`src/rtl/stl_pkg.sv`:
```
// Shared types, constants and character-class helpers for the source token lexer.
// Used by stl_step, stl_rq and source_token_lexer_core; depends on nothing else.
`default_nettype none

package stl_pkg;

  localparam int MAX_KW_LEN_DEFAULT = 8;
  localparam int KW_COUNT           = 13;
  localparam int KW_MAX_CHARS       = 8;
  localparam int MAX_RES            = 3;
  localparam int RQ_DEPTH           = 4;

  localparam logic [7:0] CH_TAB    = 8'h09;
  localparam logic [7:0] CH_NL     = 8'h0A;
  localparam logic [7:0] CH_SPACE  = 8'h20;
  localparam logic [7:0] CH_DQUOTE = 8'h22;
  localparam logic [7:0] CH_SQUOTE = 8'h27;
  localparam logic [7:0] CH_STAR   = 8'h2A;
  localparam logic [7:0] CH_MINUS  = 8'h2D;
  localparam logic [7:0] CH_SLASH  = 8'h2F;
  localparam logic [7:0] CH_BSLASH = 8'h5C;
  localparam logic [7:0] CH_UNDER  = 8'h5F;

  typedef enum logic [3:0] {
    M_IDLE      = 4'd0,
    M_NUM       = 4'd1,
    M_IDENT     = 4'd2,
    M_OP        = 4'd3,
    M_STR       = 4'd4,
    M_STR_ESC   = 4'd5,
    M_CHR       = 4'd6,
    M_CHR_ESC   = 4'd7,
    M_LC_OPEN   = 4'd8,
    M_LC        = 4'd9,
    M_BC_OPEN   = 4'd10,
    M_BC        = 4'd11,
    M_BC_CLOSE  = 4'd12,
    M_HALT      = 4'd13
  } mode_t;

  typedef enum logic [2:0] {
    K_NONE  = 3'd0,
    K_NUM   = 3'd1,
    K_IDENT = 3'd2,
    K_STR   = 3'd3,
    K_CHR   = 3'd4,
    K_PUNC  = 3'd5,
    K_OP    = 3'd6
  } kind_t;

  // Lexer control state held between words.
  typedef struct packed {
    mode_t      mode;
    logic [7:0] la_byte;
    logic       la_valid;
    logic       topen;
  } lex_state_t;

  // One result word.
  typedef struct packed {
    kind_t      kind;
    logic [7:0] ch;
    logic       cvalid;
    logic       tfirst;
    logic       tlast;
    logic [3:0] kw;
    logic       err;
    logic       done;
    logic       rlast;
  } res_t;

  // Keyword text, right justified: the last character sits in the low byte.
  localparam logic [8*KW_MAX_CHARS-1:0] KW_TEXT [KW_COUNT] = '{
    64'("ext"), 64'("def"), 64'("if"), 64'("else"), 64'("while"), 64'("loop"),
    64'("for"), 64'("break"), 64'("continue"), 64'("class"), 64'("true"),
    64'("false"), 64'("null")
  };
  localparam int KW_LEN [KW_COUNT] = '{3, 3, 2, 4, 5, 4, 3, 5, 8, 5, 4, 5, 4};

  function automatic logic [7:0] kw_char(int k, int i);
    if (i < KW_LEN[k]) begin
      return KW_TEXT[k][8*(KW_LEN[k]-1-i) +: 8];
    end
    return 8'h00;
  endfunction

  function automatic logic is_dig(logic [7:0] c);
    return (c >= 8'h30) && (c <= 8'h39);
  endfunction

  function automatic logic is_alpha(logic [7:0] c);
    return ((c >= 8'h61) && (c <= 8'h7A)) || ((c >= 8'h41) && (c <= 8'h5A));
  endfunction

  function automatic logic is_identc(logic [7:0] c);
    return is_dig(c) || is_alpha(c) || (c == CH_UNDER);
  endfunction

  function automatic logic is_ws(logic [7:0] c);
    return (c == CH_SPACE) || (c == CH_TAB) || (c == CH_NL);
  endfunction

  function automatic logic is_punc(logic [7:0] c);
    logic r;
    case (c) inside
      8'h2E, 8'h2C, 8'h3B, 8'h28, 8'h29, 8'h7B, 8'h7D, 8'h5B, 8'h5D: r = 1'b1;
      default: r = 1'b0;
    endcase
    return r;
  endfunction

  function automatic logic is_op(logic [7:0] c);
    logic r;
    case (c) inside
      8'h2B, 8'h2D, 8'h2A, 8'h2F, 8'h25, 8'h3D, 8'h26, 8'h7C, 8'h3C, 8'h3E,
      8'h21: r = 1'b1;
      default: r = 1'b0;
    endcase
    return r;
  endfunction

endpackage

`default_nettype wire

```
`src/rtl/stl_step.sv`:
```
// Per-word lexer step: next state, identifier store write and up to three result words.
// Purely combinational; uses stl_pkg for types, keyword text and character classes.
`default_nettype none

module stl_step #(
  parameter int MAX_KEYWORD_LEN = stl_pkg::MAX_KW_LEN_DEFAULT,
  localparam int IW = $clog2(MAX_KEYWORD_LEN),
  localparam int CW = $clog2(MAX_KEYWORD_LEN + 2)
) (
  input  stl_pkg::lex_state_t st,
  input  logic [CW-1:0]       ident_count,
  input  logic [7:0]          ident_store [MAX_KEYWORD_LEN],
  input  logic [7:0]          char_in,
  input  logic                end_of_stream,
  output stl_pkg::lex_state_t st_next,
  output logic [CW-1:0]       ident_count_next,
  output logic                store_we,
  output logic [IW-1:0]       store_idx,
  output stl_pkg::res_t       res [stl_pkg::MAX_RES],
  output logic [1:0]          res_n
);

  logic [7:0]         c;
  logic [7:0]         nx;
  logic               hn;
  logic               p_put;
  stl_pkg::kind_t     p_kind;
  logic [7:0]         p_ch;
  logic               p_valid;
  logic               p_last;
  logic               p_err;
  logic [3:0]         p_kw;
  stl_pkg::mode_t     p_mode;
  logic               p_topen;
  logic               do_run;
  stl_pkg::kind_t     run_kind;
  stl_pkg::mode_t     run_mode;
  logic               run_cont;
  logic [CW-1:0]      base;
  logic [CW-1:0]      cnt_new;
  logic               ident_upd;
  logic [3:0]         kw_hit;
  logic               p_first;
  logic               topen1;

  assign c  = st.la_byte;
  assign hn = !end_of_stream;
  assign nx = end_of_stream ? 8'h00 : char_in;

  // Work on the held-back byte, with the new byte as its successor.
  always_comb begin
    p_put    = 1'b0;
    p_kind   = stl_pkg::K_NONE;
    p_ch     = c;
    p_valid  = 1'b0;
    p_last   = 1'b0;
    p_err    = 1'b0;
    p_mode   = st.mode;
    p_topen  = st.topen;
    do_run   = 1'b0;
    run_kind = stl_pkg::K_NONE;
    run_mode = stl_pkg::M_IDLE;
    if (st.la_valid && (st.mode != stl_pkg::M_HALT)) begin
      unique case (st.mode)
        stl_pkg::M_IDLE: begin
          if (stl_pkg::is_ws(c)) begin
            p_mode = stl_pkg::M_IDLE;
          end else if (c == stl_pkg::CH_SLASH && hn && nx == stl_pkg::CH_SLASH) begin
            p_mode = stl_pkg::M_LC_OPEN;
          end else if (c == stl_pkg::CH_SLASH && hn && nx == stl_pkg::CH_STAR) begin
            p_mode = stl_pkg::M_BC_OPEN;
          end else if (c == stl_pkg::CH_DQUOTE) begin
            p_topen = 1'b0;
            p_mode  = stl_pkg::M_STR;
          end else if (c == stl_pkg::CH_SQUOTE) begin
            p_topen = 1'b0;
            p_mode  = stl_pkg::M_CHR;
          end else begin
            p_topen = 1'b0;
            if (stl_pkg::is_dig(c) ||
                (c == stl_pkg::CH_MINUS && hn && stl_pkg::is_dig(nx))) begin
              do_run   = 1'b1;
              run_kind = stl_pkg::K_NUM;
              run_mode = stl_pkg::M_NUM;
            end else if (stl_pkg::is_identc(c)) begin
              do_run   = 1'b1;
              run_kind = stl_pkg::K_IDENT;
              run_mode = stl_pkg::M_IDENT;
            end else if (stl_pkg::is_punc(c)) begin
              p_put   = 1'b1;
              p_kind  = stl_pkg::K_PUNC;
              p_valid = 1'b1;
              p_last  = 1'b1;
            end else if (stl_pkg::is_op(c)) begin
              do_run   = 1'b1;
              run_kind = stl_pkg::K_OP;
              run_mode = stl_pkg::M_OP;
            end else begin
              p_put  = 1'b1;
              p_err  = 1'b1;
              p_mode = stl_pkg::M_HALT;
            end
          end
        end
        stl_pkg::M_NUM: begin
          do_run   = 1'b1;
          run_kind = stl_pkg::K_NUM;
          run_mode = stl_pkg::M_NUM;
        end
        stl_pkg::M_IDENT: begin
          do_run   = 1'b1;
          run_kind = stl_pkg::K_IDENT;
          run_mode = stl_pkg::M_IDENT;
        end
        stl_pkg::M_OP: begin
          do_run   = 1'b1;
          run_kind = stl_pkg::K_OP;
          run_mode = stl_pkg::M_OP;
        end
        stl_pkg::M_STR, stl_pkg::M_CHR: begin
          p_kind = (st.mode == stl_pkg::M_STR) ? stl_pkg::K_STR : stl_pkg::K_CHR;
          if (c == stl_pkg::CH_BSLASH) begin
            p_mode = (st.mode == stl_pkg::M_STR) ? stl_pkg::M_STR_ESC : stl_pkg::M_CHR_ESC;
          end else if ((st.mode == stl_pkg::M_STR && c == stl_pkg::CH_DQUOTE) ||
                       (st.mode == stl_pkg::M_CHR && c == stl_pkg::CH_SQUOTE)) begin
            // Closing quote gives the contentless terminator word.
            p_put  = 1'b1;
            p_ch   = 8'h00;
            p_last = 1'b1;
            p_mode = stl_pkg::M_IDLE;
          end else begin
            p_put   = 1'b1;
            p_valid = 1'b1;
          end
        end
        stl_pkg::M_STR_ESC: begin
          p_put   = 1'b1;
          p_kind  = stl_pkg::K_STR;
          p_valid = 1'b1;
          p_mode  = stl_pkg::M_STR;
        end
        stl_pkg::M_CHR_ESC: begin
          p_put   = 1'b1;
          p_kind  = stl_pkg::K_CHR;
          p_valid = 1'b1;
          p_mode  = stl_pkg::M_CHR;
        end
        stl_pkg::M_LC_OPEN:  p_mode = stl_pkg::M_LC;
        stl_pkg::M_LC:       p_mode = (c == stl_pkg::CH_NL) ? stl_pkg::M_IDLE : stl_pkg::M_LC;
        stl_pkg::M_BC_OPEN:  p_mode = stl_pkg::M_BC;
        stl_pkg::M_BC: begin
          if (c == stl_pkg::CH_STAR && hn && nx == stl_pkg::CH_SLASH) begin
            p_mode = stl_pkg::M_BC_CLOSE;
          end
        end
        stl_pkg::M_BC_CLOSE: p_mode = stl_pkg::M_IDLE;
        default:             p_mode = st.mode;
      endcase
    end

    case (run_kind)
      stl_pkg::K_NUM:   run_cont = stl_pkg::is_dig(nx) || (nx == stl_pkg::CH_MINUS);
      stl_pkg::K_IDENT: run_cont = stl_pkg::is_identc(nx);
      default:          run_cont = stl_pkg::is_op(nx);
    endcase

    if (do_run) begin
      p_put   = 1'b1;
      p_kind  = run_kind;
      p_valid = 1'b1;
      p_last  = !(hn && run_cont);
      p_mode  = p_last ? stl_pkg::M_IDLE : run_mode;
    end
  end

  // Identifier store and keyword compare. The current byte is compared in
  // place of the store entry that it is being written to.
  always_comb begin
    logic hit;
    logic [7:0] cand;
    base      = p_topen ? ident_count : '0;
    ident_upd = do_run && (run_kind == stl_pkg::K_IDENT);
    store_we  = ident_upd && (base < CW'(MAX_KEYWORD_LEN));
    store_idx = base[IW-1:0];
    cnt_new   = (base <= CW'(MAX_KEYWORD_LEN)) ? base + CW'(1) : base;
    kw_hit    = 4'd0;
    for (int k = stl_pkg::KW_COUNT - 1; k >= 0; k--) begin
      hit = (cnt_new == CW'(stl_pkg::KW_LEN[k]));
      for (int i = 0; i < stl_pkg::KW_MAX_CHARS; i++) begin
        cand = (base == CW'(i)) ? c : ident_store[i];
        if (i < stl_pkg::KW_LEN[k] && cand != stl_pkg::kw_char(k, i)) begin
          hit = 1'b0;
        end
      end
      if (hit) begin
        kw_hit = 4'(k + 1);
      end
    end
    p_kw = (ident_upd && p_last && (cnt_new <= CW'(MAX_KEYWORD_LEN))) ? kw_hit : 4'd0;
  end

  // A backslash inside quotes emits nothing, so the token stays as open as it was.
  assign p_first = (p_kind != stl_pkg::K_NONE) && !p_topen;
  assign topen1  = (p_put && (p_kind != stl_pkg::K_NONE)) ? !p_last : p_topen;

  // Assemble result words and the next state.
  always_comb begin
    logic [1:0] n;
    n = 2'd0;
    for (int i = 0; i < stl_pkg::MAX_RES; i++) begin
      res[i] = '0;
    end
    if (p_put) begin
      res[n].kind   = p_kind;
      res[n].ch     = p_ch;
      res[n].cvalid = p_valid;
      res[n].tfirst = p_first;
      res[n].tlast  = (p_kind != stl_pkg::K_NONE) && p_last;
      res[n].kw     = p_kw;
      res[n].err    = p_err;
      n = n + 2'd1;
    end
    st_next          = st;
    ident_count_next = ident_count;
    if (end_of_stream) begin
      if (p_mode == stl_pkg::M_STR || p_mode == stl_pkg::M_STR_ESC ||
          p_mode == stl_pkg::M_CHR || p_mode == stl_pkg::M_CHR_ESC) begin
        res[n].kind  = (p_mode == stl_pkg::M_STR || p_mode == stl_pkg::M_STR_ESC) ?
                       stl_pkg::K_STR : stl_pkg::K_CHR;
        res[n].tfirst = !topen1;
        res[n].tlast  = 1'b1;
        n = n + 2'd1;
      end
      res[n].done = 1'b1;
      n = n + 2'd1;
      st_next          = '{mode: stl_pkg::M_IDLE, la_byte: 8'h00, la_valid: 1'b0,
                           topen: 1'b0};
      ident_count_next = '0;
    end else if (st.mode != stl_pkg::M_HALT) begin
      st_next = '{mode: p_mode, la_byte: char_in, la_valid: 1'b1, topen: topen1};
      if (ident_upd) begin
        ident_count_next = cnt_new;
      end
    end
    if (n != 2'd0) begin
      res[n - 2'd1].rlast = 1'b1;
    end
    res_n = n;
  end

endmodule

`default_nettype wire

```
`src/rtl/stl_rq.sv`:
```
// Result queue: takes up to three result words per cycle and gives out one per
// cycle unless rd_stall; uses stl_pkg for the result word type and depth constants.
`default_nettype none

module stl_rq (
  input  logic          clk,
  input  logic          rst,
  input  logic [1:0]    wr_n,
  input  stl_pkg::res_t wr_data [stl_pkg::MAX_RES],
  input  logic          rd_stall,
  output logic          rd_valid,
  output stl_pkg::res_t rd_data,
  output logic [$clog2(stl_pkg::RQ_DEPTH+1)-1:0] count
);

  localparam int PW  = $clog2(stl_pkg::RQ_DEPTH);
  localparam int CNW = $clog2(stl_pkg::RQ_DEPTH + 1);

  stl_pkg::res_t entries [stl_pkg::RQ_DEPTH];
  logic [PW-1:0]  head;
  logic [PW-1:0]  tail;
  logic           pop;
  logic [CNW-1:0] count_next;

  assign tail       = head + count[PW-1:0];
  assign rd_valid   = (count != '0);
  assign rd_data    = entries[head];
  assign pop        = rd_valid && !rd_stall;
  assign count_next = count + CNW'(wr_n) - CNW'(pop);

  always_ff @(posedge clk) begin
    for (int i = 0; i < stl_pkg::MAX_RES; i++) begin
      if (2'(i) < wr_n) begin
        entries[tail + PW'(i)] <= wr_data[i];
      end
    end
  end

  always_ff @(posedge clk) begin
    if (rst) begin
      head  <= '0;
      count <= '0;
    end else begin
      count <= count_next;
      if (pop) begin
        head <= head + PW'(1);
      end
    end
  end

endmodule

`default_nettype wire

```
`src/rtl/source_token_lexer_core.sv`:
```
// Streaming source lexer: one source byte per word in, tagged token bytes out.
// Top level; instantiates stl_step and stl_rq and uses stl_pkg.
//
// Input channel: in_valid / in_stall carry char_in and end_of_stream. Each byte is
// held back one word as lookahead, so a byte's result words appear when the next
// word (byte or end of stream) is taken. An end-of-stream word flushes the
// lookahead, closes an open quote and gives the done word, then the lexer is back
// in its reset state for a new stream.
// Output channel: out_valid / out_stall carry one result word per handshake; a word
// causes up to three result words, run_last marks the last of them.
// The words caused by an input word enter the result queue as it is taken.
// Throughput: one input word per cycle while the output keeps up; the lexer
// step is a single registered pass, and the four-entry result queue sets the
// pace: in_stall rises while more than one result word is waiting.
// When the receiver stalls the queue holds its words unchanged and in_stall stops
// the input once the queue cannot take three more.
// Reset (rst, synchronous): lexer idle between tokens, lookahead empty, queue empty.
// An unknown byte gives one error word; later bytes are taken and dropped until the
// end-of-stream word.
`default_nettype none

module source_token_lexer_core #(
  parameter int MAX_KEYWORD_LEN = stl_pkg::MAX_KW_LEN_DEFAULT
) (
  input  logic       clk,
  input  logic       rst,
  input  logic       in_valid,
  output logic       in_stall,
  input  logic [7:0] char_in,
  input  logic       end_of_stream,
  output logic       out_valid,
  input  logic       out_stall,
  output logic [2:0] token_kind,
  output logic [7:0] char_out,
  output logic       char_valid,
  output logic       token_first,
  output logic       token_last,
  output logic [3:0] keyword_id,
  output logic       error_flag,
  output logic       stream_done,
  output logic       run_last
);

  localparam int IW  = $clog2(MAX_KEYWORD_LEN);
  localparam int CW  = $clog2(MAX_KEYWORD_LEN + 2);
  localparam int CNW = $clog2(stl_pkg::RQ_DEPTH + 1);

  stl_pkg::lex_state_t st;
  stl_pkg::lex_state_t st_next;
  logic [CW-1:0]       ident_count;
  logic [CW-1:0]       ident_count_next;
  logic [7:0]          ident_store [MAX_KEYWORD_LEN];
  logic                store_we;
  logic [IW-1:0]       store_idx;
  stl_pkg::res_t       res [stl_pkg::MAX_RES];
  logic [1:0]          res_n;
  logic                accept;
  logic [CNW-1:0]      rq_count;
  stl_pkg::res_t       rd_data;

  assign in_stall = (rq_count > CNW'(stl_pkg::RQ_DEPTH - stl_pkg::MAX_RES));
  assign accept   = in_valid && !in_stall;

  stl_step #(
    .MAX_KEYWORD_LEN(MAX_KEYWORD_LEN)
  ) u_step (
    .st               (st),
    .ident_count      (ident_count),
    .ident_store      (ident_store),
    .char_in          (char_in),
    .end_of_stream    (end_of_stream),
    .st_next          (st_next),
    .ident_count_next (ident_count_next),
    .store_we         (store_we),
    .store_idx        (store_idx),
    .res              (res),
    .res_n            (res_n)
  );

  always_ff @(posedge clk) begin
    if (rst) begin
      st          <= '{mode: stl_pkg::M_IDLE, la_byte: 8'h00, la_valid: 1'b0, topen: 1'b0};
      ident_count <= '0;
    end else if (accept) begin
      st          <= st_next;
      ident_count <= ident_count_next;
    end
  end

  always_ff @(posedge clk) begin
    if (accept && store_we) begin
      ident_store[store_idx] <= st.la_byte;
    end
  end

  stl_rq u_rq (
    .clk      (clk),
    .rst      (rst),
    .wr_n     (accept ? res_n : 2'd0),
    .wr_data  (res),
    .rd_stall (out_stall),
    .rd_valid (out_valid),
    .rd_data  (rd_data),
    .count    (rq_count)
  );

  assign token_kind  = rd_data.kind;
  assign char_out    = rd_data.ch;
  assign char_valid  = rd_data.cvalid;
  assign token_first = rd_data.tfirst;
  assign token_last  = rd_data.tlast;
  assign keyword_id  = rd_data.kw;
  assign error_flag  = rd_data.err;
  assign stream_done = rd_data.done;
  assign run_last    = rd_data.rlast;

endmodule

`default_nettype wire

```
`config.mk`:
```
export PLATFORM = sky130hd
export DESIGN_NAME = source_token_lexer_core
export DESIGN_NICKNAME = d
export VERILOG_FILES = /design/src/rtl/stl_pkg.sv /design/src/rtl/stl_step.sv /design/src/rtl/stl_rq.sv /design/src/rtl/source_token_lexer_core.sv
export SDC_FILE = /design/constraint.sdc
export NUM_CORES = 1
export LEC_CHECK = 0
export BUFFER_PORTS_ARGS = -buffer_cell sky130_fd_sc_hd__buf_2
export CELL_PAD_IN_SITES_DETAIL_PLACEMENT = 1
export CELL_PAD_IN_SITES_GLOBAL_PLACEMENT = 2
export CORE_MARGIN = 8
export CORE_UTILIZATION = 45
export DETAILED_ROUTE_END_ITERATION = 8
export PLACE_DENSITY_LB_ADDON = 0.1
export SYNTH_ARGS = -nofsm -noshare
export SYNTH_HDL_FRONTEND = slang
export SYNTH_SLANG_ARGS = --single-unit
```
`constraint.sdc`:
```
create_clock -name clk -period 8.9 [get_ports clk]
set_input_delay 0.445 -clock clk [delete_from_list [all_inputs] [get_ports clk]]
set_output_delay 0.445 -clock clk [all_outputs]
set_load 0.02 [all_outputs]
```
Yosys cells after proc, flatten, opt, wreduce, memory -nomap -nowiden

Memories as Yosys holds them, arrays and structs flattened. A register that Yosys moved wholly into a read port is not among the register bits.
Index checks and enable logic that the tools add are counted.

Mux-type cells: 259
Reduce and logical (&&, ||, !) cells: 67
Magnitude comparators: 27
Bitwise operators: 4
$add $sub $neg: 10
Equal/unequal tests: 113

Operators with widths:

| operator                                                           | number |
|---|---|
| inequality test 8 x 7 -> 1 bit (second input constant)             | 43 |
| bitwise mux 63 bit                                                 | 5 |
| two-way mux 63 bit                                                 | 4 |
| == test 8 x 6 -> 1 bit (second input constant)                     | 28 |
| demux 21 bit (select 2 bit)                                        | 5 |
| two-way mux 4 bit                                                  | 44 |
| two-way mux 1 bit                                                  | 139 |
| two-way mux 8 bit                                                  | 15 |
| == test 8 x 7 -> 1 bit (second input constant)                     | 9 |
| two-way mux 3 bit                                                  | 22 |
| bitwise mux 64 bit                                                 | 1 |
| == test 4 x 3 -> 1 bit (second input constant)                     | 14 |
| case mux 4 bit (9 select lines)                                    | 1 |
| greater-or-equal comparator 8 x 7 -> 1 bit (second input constant) | 4 |
| <= comparator 8 x 7 -> 1 bit (second input constant)               | 4 |
| logical AND 1 bit                                                  | 31 |
| two-way mux 14 bit                                                 | 2 |
| demux 8 bit (select 3 bit)                                         | 1 |
| == test 4 x 2 -> 1 bit (second input constant)                     | 6 |
| == test 4 bit (second input constant)                              | 6 |
| case mux 3 bit (4 select lines)                                    | 2 |
| OR reduction 11 bit                                                | 2 |
| two-way mux 21 bit                                                 | 1 |
| two-way mux 19 bit                                                 | 1 |
| 42 further kinds                                                   | 90 |

Memories kept: 1
Bits of input ports: 13
Register bits after elaboration: 87
Output and inout port bits: 23
Memory bits (writable): 84
Logic and storage cells: 496

Memories:

| memory       | depth | width | rd ports | clocked after Yosys merged registers in | wr ports | line         | text |
|---|---|---|---|---|---|---|---|
| u_rq.entries | 4     | 21    | 1        | 1                                       | 3        | stl_rq.sv:19 | `stl_pkg::res_t entries [stl_pkg::RQ_DEPTH];` |

Logic depth before layout (Yosys ltp)

Depth after elaboration: 56
Depth in mapped cells: 21
Gate-level depth less buffers: 19

Hierarchy

From an unflattened synthesis, not the netlist that was laid out.

Cells, all modules: 1,409
Area, all modules: 12,633.4 µm²

Modules (own cells, without submodules):

| module                  | instances | area an instance (µm²) | seq. area each (µm²) | cells an instance |
|---|---|---|---|---|
| stl_rq                  | 1         | 5,780.5                | 2,662.6              | 589 |
| stl_step                | 1         | 4,032.6                | 0.0                  | 661 |
| source_token_lexer_core | 1         | 2,820.2                | 2,282.2              | 159 |

Worst setup path after synthesis

No wires, ideal clock.

Path type: input -> register
Start: input port char_in[4]
End: memory u_rq.entries[2][0] in the netlist's numbering (enable)
Required time: 8.465 ns
Path slack: 3.636 ns
Path buffers: 1
Arrival: 4.829 ns
Setup time: 0.435 ns
Stages: 12
Path through: or4b_4 nor4_4 and2_1 buf_4 nor2_4 a31oi_1 o21ai_1 ha_1 nand2_1 inv_1 or4_1 a221oi_1

RTL lines:

| what        | line                          | text |
|---|---|---|
| from (decl) | source_token_lexer_core.sv:29 | `input logic [7:0] char_in,` |
| to (decl)   | stl_rq.sv:19                  |  |

==> impl.org <==
** STA
- Highest Clock Rate :: 0.176 GHz
- On the final layout, the worst hold slack is 334 ps.
- Setup violations remaining at the end of the flow were counted as 0.
- The worst path meets setup with 3230 ps of slack.
- The max-slew violation count was 0.
- After layout, the minimum clock period comes to 5670 ps.
- In this run the tightest slew margin relative to its limit is 28.5%.
- Setup repair after global routing left no endpoint under its margin.
- On the final layout, the worst clock skew is 28.2 ps.
- Of the available clock period, the critical path in the final layout requires 63.7%.
- The number of hold-slack violations in the final timing report is 0.
- For the pin with the worst max-slew slack, the measured transition is 1060 ps.
- Setup TNS Final :: 0 ps

** Floorplan
- The die is 169 µm tall.
- 36 I/O pins were placed.
- After floorplanning, the core was sized to cover 23200 µm².
- Initial core utilization :: 45.2%
- Horizontal die dimension :: 169 µm
- Floorplan die area :: 28400 µm²
- In this run the core area contains 56 standard-cell rows.

** Hold path
- Origin of the worst min-delay path :: char_in[7]
- The worst hold path belongs to the class input port to flip-flop.

** Synthesis
- Mapped Nets :: 1064
- The mapped netlist covers 10500 µm².
- Post-synthesis sequential area ratio :: 47.2%
- Counting flops with a built-in enable in the synthesized netlist gives 148.
- Mapped Avg Cell Area :: 10.1 µm²
- Synthesis produced 1039 cells.
- The synthesized netlist contains 94 unique library cells.
- Synthesis inferred 173 register bits.
- Main synth FF type :: sky130_fd_sc_hd__edfxtp_1
- Warning count from the yosys run :: 0
- Synth async-reset ratio :: 0%

** Global routing
- The total overflow left after global routing is 0.
- M3 GR Usage :: 3.52%
- Pin count of the biggest net entering global routing :: 33
- Global routing consumed, over all layers together, 25.3% of the routing resources.
- For this run, global-route usage on met1 was measured as 35.1%.
- The number of global-route vias before repair was 9039.
- The number of antenna violations at the first check in global routing was 0.
- The first global-routing pass estimated 55200 µm of wire.
- Most used routing layer in global routing :: met2
- Global routing usage on met2 :: 40.2%

** Outcome
- The run finished with clean final reports.

** Pwr
- Summed over all cells, the static leakage comes to 3.86 nW.
- Pwr dens :: 225 nW/µm²
- Total design power :: 2.63 mW
- VDD sags by at most 0.117 mV.

** Critical path
- Data required time at the worst endpoint :: 9050 ps
- The worst setup path is of the input port to flip-flop kind.
- Of all nets on the critical path, the largest fanout is 14.
- STA classifies the critical path startpoint as an input port.
- The most critical setup path has its startpoint at char_in[4].
- STA classifies the critical path endpoint as a flip-flop.
- The worst register-to-register path begins at st[10].
- Critical path arrival :: 5820 ps

** Placement
- Buffers added on ports :: 35
- Detailed placement ended at an HPWL of 25700 µm.
- Routability Congestion :: 0.969
- Pre-CTS setup slack :: 2950 ps

** Clocking
- Clock H-tree levels :: 4
- Clock tree from TritonCTS :: built
- CTS buffer count :: 17
- Post-CTS Setup Inserts :: 0
- For this design, the sink count on the clock tree is 173.
- CTS resizes :: 0
- Clock root cell :: sky130_fd_sc_hd__clkbuf_16
- The longest clock path from root to sink contains 2 buffers.
- Clock slew at reported path FFs :: 80 ps
- Clock latency on the worst-skew pair, taken at its later pin, is 450 ps.
- For this design, the CTS-stage hold fixing added 0 buffers.

** Cells and area
- Layout overhead on the synthesized area :: 11.2%
- Net total in the final layout :: 1086
- The library cell used most frequently in the layout, excluding fill and tap cells, is sky130_fd_sc_hd__edfxtp_1.
- The filler cells instantiated in the layout total 2545.
- Most used cells in the layout excluding fill and tap cells :: sky130_fd_sc_hd__edfxtp_1, sky130_fd_sc_hd__nor2_1, sky130_fd_sc_hd__nand2_1
- ANT cells :: 0
- Share of layout cells above drive strength 1 :: 14.2%

** Route
- Sum of routed wire length over all layers :: 35600 µm
- Once detail routing completed, the nets flagged for antenna violations numbered 0.
- Overall via count from detail_route :: 8941
- After detailed routing, the number of vias per cell comes to 6.42.
- DR iter-0 viols :: 840
- DRC viols :: 0
- First-pass DRT Iterations :: 5
- Avg WL per Cell :: 25.6 µm

** Flow run
- Number of violations of the max-capacitance limit :: 0
## cell type report
type / count / area, µm² / share of cell area [%]
Clock buffer: 17 / 425 / 3.65
Clock inverter: 15 / 184 / 1.58
Inverter: 35 / 131 / 1.13
Multi-Input combinational cell: 771 / 5190 / 44.5
Sequential cell: 173 / 4940 / 42.4
Tap cell: 319 / 399 / 3.42
Timing Repair Buffer: 63 / 385 / 3.30
## worst max-delay path: stages
cell and delay (ps):
sky130_fd_sc_hd__buf_2 140, sky130_fd_sc_hd__or4b_4 590, sky130_fd_sc_hd__nor4_4 820, sky130_fd_sc_hd__a31oi_1 240, sky130_fd_sc_hd__nand2_1 370, sky130_fd_sc_hd__nand2_1 260
sky130_fd_sc_hd__inv_1 140, sky130_fd_sc_hd__ha_1 410, sky130_fd_sc_hd__inv_1 210, sky130_fd_sc_hd__a211o_1 290, sky130_fd_sc_hd__nor2_1 400, sky130_fd_sc_hd__mux2_2 400
sky130_fd_sc_hd__o2111ai_1 120, sky130_fd_sc_hd__o22a_1 220, sky130_fd_sc_hd__nor4b_1 630, sky130_fd_sc_hd__nor3_1 110
## flip-flops by register name, indices dropped and copies added (netlist names), named ones only
signal and count:
st 14, ident_count 4, ident_store 64, u_rq.head 2, u_rq.count 3, u_rq.entries 84
## where the power goes
part           leakage, nW  internal (mW)  switching, mW
clock                0.289          0.383          0.391
sequential            1.58          0.998         0.0509
combinational         1.99          0.277          0.525
## final timing paths
kind | end | slack (ps) | depth (start not counted)
max | u_rq.entries[1][5] | 3230 | 16
min | st[9] | 330 | 3
max reg2reg | u_rq.entries[1][5] | 3230 | 15
min reg2reg | u_rq.count[2] | 580 | 2
## stage by stage
stage	std cells	area [µm²]	util, %
global placement	1361	11100	47.7
detailed placement	1361	11100	47.7
CTS	1393	11700	50.3
floorplan	1039	10500	-
finish	1393	11700	50.3
global route	1393	11700	50.3
## cells in the mapped netlist (19+ instances only)
master,n,area [µm²]
sky130_fd_sc_hd__and2_1,28,175
sky130_fd_sc_hd__nand2_1,74,278
sky130_fd_sc_hd__dfxtp_1,25,500
sky130_fd_sc_hd__o21ai_0,39,195
sky130_fd_sc_hd__nand4_1,21,131
sky130_fd_sc_hd__nor2_1,92,345
sky130_fd_sc_hd__nor3_1,54,270
sky130_fd_sc_hd__clkbuf_1,42,158
sky130_fd_sc_hd__o22ai_1,24,150
sky130_fd_sc_hd__nand3_1,39,195
sky130_fd_sc_hd__nor2b_1,24,150
sky130_fd_sc_hd__a21oi_1,50,250
sky130_fd_sc_hd__inv_1,33,124
sky130_fd_sc_hd__edfxtp_1,148,4440
sky130_fd_sc_hd__a31oi_1,19,119
sky130_fd_sc_hd__mux4_2,21,473
## routing by layer
metal  up-vias  share of wire [%]  routed length [µm]
li1       4068                  -                   -
met1      4480                 45               16200
met2       330                 46               16500
met3        63                5.8                2050
met4         0                2.5                 896
met5         -                  0                   0
## cell families (layout without fill, tap and decap cells)
kind of cell	count (synthesis)	in the layout	share of synthesized area [%]
AOI/OAI and AO/OA	256	256	16.6
xor gates and xnor gates	13	13	1.09
adders and majority gates	12	12	1.50
buffers and inverters	95	130	3.63
DFF	173	173	47.2
muxes	36	36	5.99
and+or+nand+nor	454	454	24.0
(Power assumes the default switching activity.)
